`src/hw/rtl/lmt_pkg.sv`:
```
package lmt_pkg;

  localparam int MARKERS    = 32;
  localparam int LINE_BITS  = 24;
  localparam int ID_BITS    = 16;
  localparam int FILE_BITS  = 8;
  localparam int KIND_BITS  = 3;
  localparam int CFG_ADDR_W = 3;
  localparam int CFG_DATA_W = 32;

  localparam logic [LINE_BITS-1:0] LINE_MAX = {LINE_BITS{1'b1}};

  localparam logic [KIND_BITS-1:0] K_SET    = 3'd0;
  localparam logic [KIND_BITS-1:0] K_GET    = 3'd1;
  localparam logic [KIND_BITS-1:0] K_REMOVE = 3'd2;
  localparam logic [KIND_BITS-1:0] K_INSERT = 3'd3;
  localparam logic [KIND_BITS-1:0] K_DELETE = 3'd4;

  localparam logic [1:0] ST_OK        = 2'd0;
  localparam logic [1:0] ST_NOT_FOUND = 2'd1;
  localparam logic [1:0] ST_OTHER     = 2'd2;
  localparam logic [1:0] ST_FULL      = 2'd3;

  // register select is paddr[2]
  localparam logic REG_CURRENT_FILE = 1'b0;
  localparam logic REG_LOADING      = 1'b1;

  typedef struct packed {
    logic [KIND_BITS-1:0] kind;
    logic [ID_BITS-1:0]   marker_id;
    logic [LINE_BITS-1:0] line_number;
  } in_t;

  typedef struct packed {
    logic [1:0]           status;
    logic [LINE_BITS-1:0] line_value;
    logic [LINE_BITS-1:0] line_total;
  } out_t;

  typedef struct packed {
    logic [ID_BITS-1:0]   id;
    logic [LINE_BITS-1:0] line;
    logic [FILE_BITS-1:0] file;
  } entry_t;

endpackage

```
`src/hw/rtl/line_marker_table.sv`:
```
// Line marker table: holds up to MARKERS (id, line, file) marks in one RAM plus the
// file's line count. One request is taken at a time; in_stall stays high until its
// result has been loaded into the output register (a waiting result does not block
// the next request). Set, get and remove walk the RAM through its single read port,
// one entry per cycle, until the id is found; remove then moves the tail down. Line
// insert and delete walk every entry to adjust its line, except when loading or when
// a delete is ignored. No clearing pass after reset.
module line_marker_table #(
  parameter int MARKERS = lmt_pkg::MARKERS
) (
  input  logic                               clk,
  input  logic                               rst_n,
  input  logic                               in_valid,
  output logic                               in_stall,
  input  lmt_pkg::in_t                       in_data,
  output logic                               out_valid,
  input  logic                               out_stall,
  output lmt_pkg::out_t                      out_data,
  input  logic                               psel,
  input  logic                               penable,
  input  logic                               pwrite,
  input  logic [lmt_pkg::CFG_ADDR_W-1:0]     paddr,
  input  logic [lmt_pkg::CFG_DATA_W-1:0]     pwdata,
  output logic [lmt_pkg::CFG_DATA_W-1:0]     prdata,
  output logic                               pready
);

  localparam int CNT_W = $clog2(MARKERS + 1);
  localparam int IDX_W = (MARKERS > 1) ? $clog2(MARKERS) : 1;

  typedef enum logic [4:0] {
    S_IDLE  = 5'b00001,
    S_SCAN  = 5'b00010,
    S_SHIFT = 5'b00100,
    S_ADJ   = 5'b01000,
    S_OUT   = 5'b10000
  } state_t;

  state_t                              state_r, state_nxt;
  logic [CNT_W-1:0]                    count_r, count_nxt;
  logic [CNT_W-1:0]                    walk_r, walk_nxt;
  logic                                pend_r, pend_nxt;
  logic [IDX_W-1:0]                    rd_idx_r, rd_idx_nxt;
  logic [lmt_pkg::LINE_BITS-1:0]       lines_r, lines_nxt;
  lmt_pkg::in_t                        req_r, req_nxt;
  logic [1:0]                          status_r, status_nxt;
  logic [lmt_pkg::LINE_BITS-1:0]       value_r, value_nxt;
  logic                                out_valid_r, out_valid_nxt;
  lmt_pkg::out_t                       out_data_r, out_data_nxt;
  logic [lmt_pkg::FILE_BITS-1:0]       cur_file_r;
  logic                                loading_r;

  logic                                re, we;
  logic [IDX_W-1:0]                    raddr, waddr;
  lmt_pkg::entry_t                     wdata, rd_entry, new_entry, adj_entry;
  logic                                hit;
  logic                                cfg_wr;

  lmt_ram #(
    .WIDTH($bits(lmt_pkg::entry_t)),
    .DEPTH(MARKERS)
  ) u_ram (
    .clk  (clk),
    .we   (we),
    .waddr(waddr),
    .wdata(wdata),
    .re   (re),
    .raddr(raddr),
    .rdata(rd_entry)
  );

  // configuration
  assign cfg_wr = psel & penable & pwrite;
  assign pready = 1'b1;

  always_ff @(posedge clk) begin
    if (!rst_n) begin
      cur_file_r <= '0;
      loading_r  <= 1'b0;
    end else if (cfg_wr) begin
      case (paddr[2])
        lmt_pkg::REG_CURRENT_FILE: cur_file_r <= pwdata[lmt_pkg::FILE_BITS-1:0];
        lmt_pkg::REG_LOADING:      loading_r  <= pwdata[0];
        default: ;
      endcase
    end
  end

  always_comb begin
    case (paddr[2])
      lmt_pkg::REG_CURRENT_FILE:
        prdata = {{(lmt_pkg::CFG_DATA_W - lmt_pkg::FILE_BITS){1'b0}}, cur_file_r};
      lmt_pkg::REG_LOADING:
        prdata = {{(lmt_pkg::CFG_DATA_W - 1){1'b0}}, loading_r};
      default:
        prdata = '0;
    endcase
  end

  assign in_stall  = (state_r != S_IDLE);
  assign out_valid = out_valid_r;
  assign out_data  = out_data_r;

  assign hit = pend_r && (rd_entry.id == req_r.marker_id);

  always_comb begin
    new_entry.id   = req_r.marker_id;
    new_entry.line = req_r.line_number;
    new_entry.file = cur_file_r;
  end

  always_comb begin
    adj_entry = rd_entry;
    if (rd_entry.file == cur_file_r) begin
      if (req_r.kind == lmt_pkg::K_INSERT) begin
        if (rd_entry.line >= req_r.line_number && rd_entry.line != lmt_pkg::LINE_MAX) begin
          adj_entry.line = rd_entry.line + lmt_pkg::LINE_BITS'(1);
        end
      end else if (rd_entry.line > req_r.line_number) begin
        adj_entry.line = rd_entry.line - lmt_pkg::LINE_BITS'(1);
      end
    end
  end

  always_comb begin
    state_nxt     = state_r;
    count_nxt     = count_r;
    walk_nxt      = walk_r;
    pend_nxt      = 1'b0;
    rd_idx_nxt    = rd_idx_r;
    lines_nxt     = lines_r;
    req_nxt       = req_r;
    status_nxt    = status_r;
    value_nxt     = value_r;
    out_valid_nxt = out_valid_r && out_stall;
    out_data_nxt  = out_data_r;
    re            = 1'b0;
    raddr         = walk_r[IDX_W-1:0];
    we            = 1'b0;
    waddr         = rd_idx_r;
    wdata         = rd_entry;

    case (state_r)
      S_IDLE: begin
        if (in_valid) begin
          req_nxt    = in_data;
          walk_nxt   = '0;
          status_nxt = lmt_pkg::ST_OK;
          value_nxt  = '0;
          case (in_data.kind)
            lmt_pkg::K_SET, lmt_pkg::K_GET, lmt_pkg::K_REMOVE: begin
              state_nxt = S_SCAN;
            end
            lmt_pkg::K_INSERT: begin
              if (lines_r != lmt_pkg::LINE_MAX) begin
                lines_nxt = lines_r + lmt_pkg::LINE_BITS'(1);
              end
              state_nxt = loading_r ? S_OUT : S_ADJ;
            end
            lmt_pkg::K_DELETE: begin
              if (in_data.line_number < lines_r) begin
                lines_nxt = lines_r - lmt_pkg::LINE_BITS'(1);
                state_nxt = loading_r ? S_OUT : S_ADJ;
              end else begin
                state_nxt = S_OUT;
              end
            end
            default: state_nxt = S_OUT;
          endcase
        end
      end

      S_SCAN: begin
        if (hit) begin
          case (req_r.kind)
            lmt_pkg::K_SET: begin
              we        = 1'b1;
              wdata     = new_entry;
              state_nxt = S_OUT;
            end
            lmt_pkg::K_GET: begin
              if (rd_entry.file != cur_file_r) begin
                status_nxt = lmt_pkg::ST_OTHER;
              end else begin
                value_nxt = rd_entry.line;
              end
              state_nxt = S_OUT;
            end
            lmt_pkg::K_REMOVE: begin
              count_nxt = count_r - CNT_W'(1);
              walk_nxt  = CNT_W'(rd_idx_r) + CNT_W'(1);
              state_nxt = S_SHIFT;
            end
            default: state_nxt = S_OUT;
          endcase
        end else if (walk_r < count_r) begin
          re         = 1'b1;
          pend_nxt   = 1'b1;
          rd_idx_nxt = walk_r[IDX_W-1:0];
          walk_nxt   = walk_r + CNT_W'(1);
        end else begin
          if (req_r.kind == lmt_pkg::K_SET) begin
            if (count_r < CNT_W'(MARKERS)) begin
              we        = 1'b1;
              waddr     = count_r[IDX_W-1:0];
              wdata     = new_entry;
              count_nxt = count_r + CNT_W'(1);
            end else begin
              status_nxt = lmt_pkg::ST_FULL;
            end
          end else begin
            status_nxt = lmt_pkg::ST_NOT_FOUND;
          end
          state_nxt = S_OUT;
        end
      end

      // count already holds the reduced size; entries up to index count move down
      S_SHIFT: begin
        if (pend_r) begin
          we    = 1'b1;
          waddr = rd_idx_r - IDX_W'(1);
        end
        if (walk_r <= count_r) begin
          re         = 1'b1;
          pend_nxt   = 1'b1;
          rd_idx_nxt = walk_r[IDX_W-1:0];
          walk_nxt   = walk_r + CNT_W'(1);
        end else begin
          state_nxt = S_OUT;
        end
      end

      S_ADJ: begin
        if (pend_r) begin
          we    = 1'b1;
          wdata = adj_entry;
        end
        if (walk_r < count_r) begin
          re         = 1'b1;
          pend_nxt   = 1'b1;
          rd_idx_nxt = walk_r[IDX_W-1:0];
          walk_nxt   = walk_r + CNT_W'(1);
        end else begin
          state_nxt = S_OUT;
        end
      end

      S_OUT: begin
        if (!out_valid_r || !out_stall) begin
          out_valid_nxt           = 1'b1;
          out_data_nxt.status     = status_r;
          out_data_nxt.line_value = value_r;
          out_data_nxt.line_total = lines_r;
          state_nxt               = S_IDLE;
        end
      end

      default: state_nxt = S_IDLE;
    endcase
  end

  always_ff @(posedge clk) begin
    if (!rst_n) begin
      state_r     <= S_IDLE;
      count_r     <= '0;
      lines_r     <= '0;
      pend_r      <= 1'b0;
      out_valid_r <= 1'b0;
    end else begin
      state_r     <= state_nxt;
      count_r     <= count_nxt;
      lines_r     <= lines_nxt;
      pend_r      <= pend_nxt;
      out_valid_r <= out_valid_nxt;
    end
  end

  always_ff @(posedge clk) begin
    walk_r     <= walk_nxt;
    rd_idx_r   <= rd_idx_nxt;
    req_r      <= req_nxt;
    status_r   <= status_nxt;
    value_r    <= value_nxt;
    out_data_r <= out_data_nxt;
  end

endmodule

```
`src/hw/rtl/lmt_ram.sv`:
```
module lmt_ram #(
  parameter int WIDTH = 8,
  parameter int DEPTH = 32
) (
  input  logic                                  clk,
  input  logic                                  we,
  input  logic [(DEPTH > 1 ? $clog2(DEPTH) : 1)-1:0] waddr,
  input  logic [WIDTH-1:0]                      wdata,
  input  logic                                  re,
  input  logic [(DEPTH > 1 ? $clog2(DEPTH) : 1)-1:0] raddr,
  output logic [WIDTH-1:0]                      rdata
);

  logic [WIDTH-1:0] mem [DEPTH];
  logic [WIDTH-1:0] rdata_r;

  always_ff @(posedge clk) begin
    if (we) begin
      mem[waddr] <= wdata;
    end
    if (re) begin
      rdata_r <= mem[raddr];
    end
  end

  assign rdata = rdata_r;

endmodule

```
`config.mk`:
```
export PLATFORM = sky130hd
export DESIGN_NAME = line_marker_table
export DESIGN_NICKNAME = d
export VERILOG_FILES = /design/src/hw/rtl/lmt_pkg.sv /design/src/hw/rtl/line_marker_table.sv /design/src/hw/rtl/lmt_ram.sv
export SDC_FILE = /design/constraint.sdc
export NUM_CORES = 2
export LEC_CHECK = 0
export ABC_AREA = 1
export BUFFER_PORTS_ARGS = -buffer_cell sky130_fd_sc_hd__buf_2
export CORE_MARGIN = 2
export CORE_UTILIZATION = 32
export DETAILED_ROUTE_END_ITERATION = 16
export HOLD_SLACK_MARGIN = 0.1
export REMOVE_ABC_BUFFERS = 1
export SETUP_SLACK_MARGIN = 0.15
export SLEW_MARGIN = 10
export SYNTH_ARGS = -nofsm -noshare
export SYNTH_HDL_FRONTEND = slang
export SYNTH_HIERARCHICAL = 1
export SYNTH_SLANG_ARGS = --single-unit
```
`constraint.sdc`:
```
create_clock -name clk -period 14.4 [get_ports clk]
set_clock_uncertainty 0.05 [all_clocks]
set_input_delay 0.72 -clock clk [delete_from_list [all_inputs] [get_ports clk]]
set_output_delay 0.72 -clock clk [all_outputs]
set_load 0.05 [all_outputs]
```
## After elaboration in Yosys (flattened, before gate mapping)

Memories as Yosys holds them, arrays and structs flattened. A register that Yosys moved wholly into a read port is not among the register bits.
Index checks and enable logic that the tools add are counted.

- Add/sub/neg operators: 9
- $lt $le $gt $ge: 6
- Equality and inequality tests: 35
- Multiplexer cells: 74
- Bitwise operators: 3
- Reductions and logical operators: 27

Operators with widths:

| cell | count |
|---|---|
| $mux 24 | 10 |
| $mux 48 | 5 |
| $pmux 24 s2 | 2 |
| $pmux 48 s2 | 1 |
| $mux 5 | 16 |
| $pmux 32 s2 | 1 |
| $mux 6 | 10 |
| $add 24x1->24 const B | 2 |
| $ne 24x24->1 const B | 2 |
| $sub 24x1->24 const B | 2 |
| $mux 32 | 1 |
| $pmux 5 s3 | 2 |
| $pmux 5 s5 | 1 |
| $ge 24x24->1 | 1 |
| $gt 24x24->1 | 1 |
| $lt 24x24->1 | 1 |
| $pmux 6 s4 | 1 |
| $ne 2x2->1 const B | 10 |
| $eq 16x16->1 | 1 |
| $reduce_and 5->1 | 3 |
| $mux 2 | 7 |
| $mux 1 | 13 |
| $add 6x1->6 const B | 2 |
| $eq 3x2->1 const B | 4 |
| other kinds (39) | 55 |

- Flip-flop bits (word level): 176
- Bits in writable memories: 1536
- Output and inout port bits: 85
- Memories kept: 1

Memories:

| name | words | width | read ports | clocked after Yosys merged registers in | wr ports | line | source |
|---|---|---|---|---|---|---|---|
| u_ram.mem | 32 | 48 | 1 | 1 | 1 | lmt_ram.sv:14 | `logic [WIDTH-1:0] mem [DEPTH];` |

## Longest topological paths before layout

- Word-level depth: 8
- Gate-level depth with buffers: 21
- Depth with buffers taken out: 21

## Cells and area by module

The synthesis kept the hierarchy.

Modules (own cells, without submodules):

| module | instances | cells each | area an instance (µm²) | seq. area each (µm²) |
|---|---|---|---|---|
| lmt_ram | 1 | 5279 | 63449.6 | 47565.6 |
| line_marker_table | 1 | 1554 | 12190.4 | 4824.6 |

## Least setup slack after synthesis

OpenSTA, ideal clock, no wires.

- Path type: reg2reg
- Start: register walk_r[2]
- End: memory u_ram/mem[31][0] (netlist bit) (enable)
- Setup time: 454 ps
- Arrival time: 4299 ps
- Slack: 9597 ps
- Stages on the path, launching flop included: 15
- Buffers on the path: 1
- Clock period less this slack: 4803 ps
- Cell sequence: edfxtp_1 ha_1 nand2_1 nor2_1 o21ai_0 nand3_1 nand3_1 nand2_2 nand2_4 inv_4 nand2_4 clkbuf_1 o21ai_0 nand3_1 nor2_1

- Word-level cells in the longest chain between the ends: 6
- Elaborated cells on any way between the ends: 9

RTL lines:

| what | line | source |
|---|---|---|
| start, declared | line_marker_table.sv:41 | `logic [CNT_W-1:0] walk_r, walk_nxt;` |
| start signal, assigned | line_marker_table.sv:280 | `walk_r <= walk_nxt;` |
| $lt 6x6->1 | line_marker_table.sv:196 | `end else if (walk_r < count_r) begin` |
| $mux 1 | line_marker_table.sv:196 |  |
| $mux 1 | line_marker_table.sv:174 | `if (hit) begin` |
| $pmux 1 s2 | line_marker_table.sv:143 | `case (state_r)` |
| via we | line_marker_table.sv:53 | `logic re, we;` |
| $mux 1 | lmt_ram.sv:18 | `if (we) begin` |
| $mux 1 (not written as such) | lmt_ram.sv:19 | `mem[waddr] <= wdata;` |
| end, declared | lmt_ram.sv:14 |  |

The timed path passes the listed nets, and every way through them passes these cells.

## Final worst setup path

- Start: register walk_r[1]
- End: memory u_ram/mem[0][12] (netlist bit) (enable)

Same word-level chain as after synthesis.

==> impl_metrics.env <==
export IMPL_drcViolationCount=0
export IMPL_core_area_sq_um=235200
export IMPL_rsz0062_at_grt="false"
export IMPL_path_delay_family="simple AND/OR/NAND/NOR gates"
export IMPL_slew_headroom=0.1465
export IMPL_synth_seq_cells=1760
export IMPL_path_common_cell="nand3_1"
export IMPL_slew_violations=0
export IMPL_syn_avg_cell_area_sq_um=11.07
export IMPL_ys_async_sr_fraction=0
export IMPL_cts_resized=0
export IMPL_ir_drop_mv=0.1365
export IMPL_synth_flop_cell="edfxtp_1"
export IMPL_design_power_total_mw=12.68
export IMPL_ys_seq_area_frac=0.6926
export IMPL_finalCritPeriodShare=0.4015
export IMPL_start_util=0.3216
export IMPL_synth_cell_types=62
export IMPL_cts_buffers=176
export IMPL_die_area_sq_um=240300
export IMPL_grt_max_degree=211
export IMPL_hpwl_um=112900
export IMPL_yosysTopAreaCellShare=0.6805
export IMPL_vias=51890
export IMPL_path_clk_slew_ns=0.06
export IMPL_critical_path_class="register to register"
export IMPL_max_freq_mhz=173.0
export IMPL_yosysMostFrequentCell="nand2_1"
export IMPL_cp_slowest_cell="nor2_4"
export IMPL_nets=7095
export IMPL_fp_dieW_um=490.2
export IMPL_clockBufferDepth=3
export IMPL_cts_tree="yes"
export IMPL_ios=170
export IMPL_grt_pass1_vias=48535
export IMPL_grt_overflow=0
export IMPL_hold_viol=0
export IMPL_drt_pass1_iter_count=6
export IMPL_wl_per_cell_um=21.07
export IMPL_crit_required_ns=14.76
export IMPL_power_density_nw_per_um2=148.7
export IMPL_final_antenna_net_count=0
export IMPL_viasPerCell=5.078
export IMPL_synth_edf_count=1714
export IMPL_cp_end_kind="register"
export IMPL_grt_pass1_wl_um=317700
export IMPL_syn_inst=6833
export IMPL_hold_class="primary input to register"
export IMPL_fin_crit_ns=5.781
export IMPL_path_cells="buf_12 > ha_1 > inv_1 > nor2_1 > o21ai_0 > nand3_1 > nand3_1 > nand2_2 > nand2_4 > inv_4 > nand2_4 > o21ai_0 > nand3_1 > buf_4 > nor2_4 > buf_4"
export IMPL_clock_sinks=1760
export IMPL_cp_max_fo=146
export IMPL_port_buffers=118
export IMPL_setup_viol=0
export IMPL_synth_top_cells_by_area="edfxtp_1 68%, nand2_1 12%, nand3_1 8.4%"
export IMPL_drive_gt1_frac=0.07898
export IMPL_clockRootBuffer="clkbuf_16"
export IMPL_status="finished clean"
export IMPL_worst_setup_path_start_kind="register"
export IMPL_hold_buffers=47
export IMPL_routabilityCongestion=0.8607
export IMPL_yosysWarnings=6
export IMPL_crit_buf_inv=5
export IMPL_netlist_area_sq_um=75640
export IMPL_drv_cap=0
export IMPL_placementRows=178
export IMPL_antenna_found_initial=13
export IMPL_cp_data_arrival_time_ns=6.14
export IMPL_p_leak_nw=31.10
export IMPL_clk_insertion_delay_late_ns=0.84
export IMPL_post_cts_buffers=0
export IMPL_worstMarginPinSlew_ns=1.277
export IMPL_ctsHtreeMaxLevel=4
export IMPL_wl_um=215300
export IMPL_die_h_um=490.2
export IMPL_utilization=0.3628
export IMPL_dr_first_iter_drc_count=6141
export IMPL_area_growth_syn_to_layout_pct=12.79
export IMPL_synth_common_cells="2455 x nand2_1, 1714 x edfxtp_1, 1264 x nand3_1, 213 x inv_1, 179 x nor2_1"
export IMPL_synth_largest_area_cell="edfxtp_1"
export IMPL_slowest_delay_ns=0.93
export IMPL_grt_use_total=0.1735
-- through the flow --
stage	area, sq um	std cells	hold WS, ns	setup WS (ns)	TNS (ns)
after floorplan	73560	6463	0.3503	-22.83	-4636.26
after global placement	79310	9847	0.3554	8.566	0
after detailed placement	79310	9847	0.3545	8.557	0
after CTS	85260	10214	0.1023	8.529	0
after global routing	85310	10216	0.1523	8.301	0
final	85320	10218	0.1422	8.619	0
-- placed cells by master (no fill, tap or decap), types with 109 or more instances in the layout --
cell / count
nor2_1: 147
inv_1: 210
buf_2: 118
a21oi_1: 123
nand2_1: 2454
clkbuf_16: 177
edfxtp_1: 1714
o21ai_0: 109
buf_4: 114
nand3_1: 1262
-- final cells by class --
| class | count | area (sq um) |
|---|---|---|
| tap | 3150 | 3941 |
| clock buffer | 214 | 4568 |
| inverter | 224 | 869.6 |
| clock inverter | 106 | 909.6 |
| timing repair buffer | 282 | 1984 |
| antenna | 3 | 7.507 |
| fill | 22822 | 149900 |
| sequential | 1760 | 52390 |
| multi-input combinational | 4479 | 20650 |
-- metal layers --
metal  part of all wire  GRT usage  wire length [um]  up-vias
met5            0.00029          0                63        -
met4              0.025    0.04784              5345       12
met3              0.083    0.02796             17820      316
met2               0.46     0.2746             98690     2195
met1               0.43     0.2463             93380    25454
li1                   -          -                 -    23913
-- sequential cells by signal (all words and copies together) (netlist names), 6 cells and up --
register,cells
new_entry,40
count_r,6
u_ram/rdata,48
u_ram/mem,1536
out_data,50
lines_r,24
walk_r,6
value_r,24
cur_file_r,8
-- power by group --
part,total (mW),internal (mW),switching [mW]
Combinational,2.56,0.669,1.89
Sequential,5.75,5.70,0.0420
Clock,4.38,2.41,1.97
-- worst min-delay path, stage by stage --
cell,delay [ns]
buf_2,0.08
o21ai_0,0.08
a21oi_1,0.11
-- path summary, 6_finish.rpt --
path	from	endpoint	slack, ns	cells after the start
setup reg to reg	walk_r[1]	u_ram/mem[0][12]	8.62	16
hold / removal	pwdata[1]	cur_file_r[1]	0.14	3
setup / recovery	walk_r[1]	u_ram/mem[0][12]	8.62	16
hold reg to reg	value_r[13]	out_data[37]	0.37	0
-- cell families (layout without fill, tap and decap cells) --
| family | Yosys count | after routing | synth area share |
|---|---|---|---|
| buf+inv | 617 | 826 | 0.03975 |
| flops | 1760 | 1760 | 0.6926 |
| fa+ha+maj | 87 | 87 | 0.01459 |
| simple gates | 4003 | 4003 | 0.2238 |
| other cells | 2 | 28 | 0.00009929 |
| compound gates | 325 | 325 | 0.02445 |
| mux | 3 | 3 | 0.0005459 |
| xor+xnor | 36 | 36 | 0.004168 |
Power figures use the tool's default switching activity.
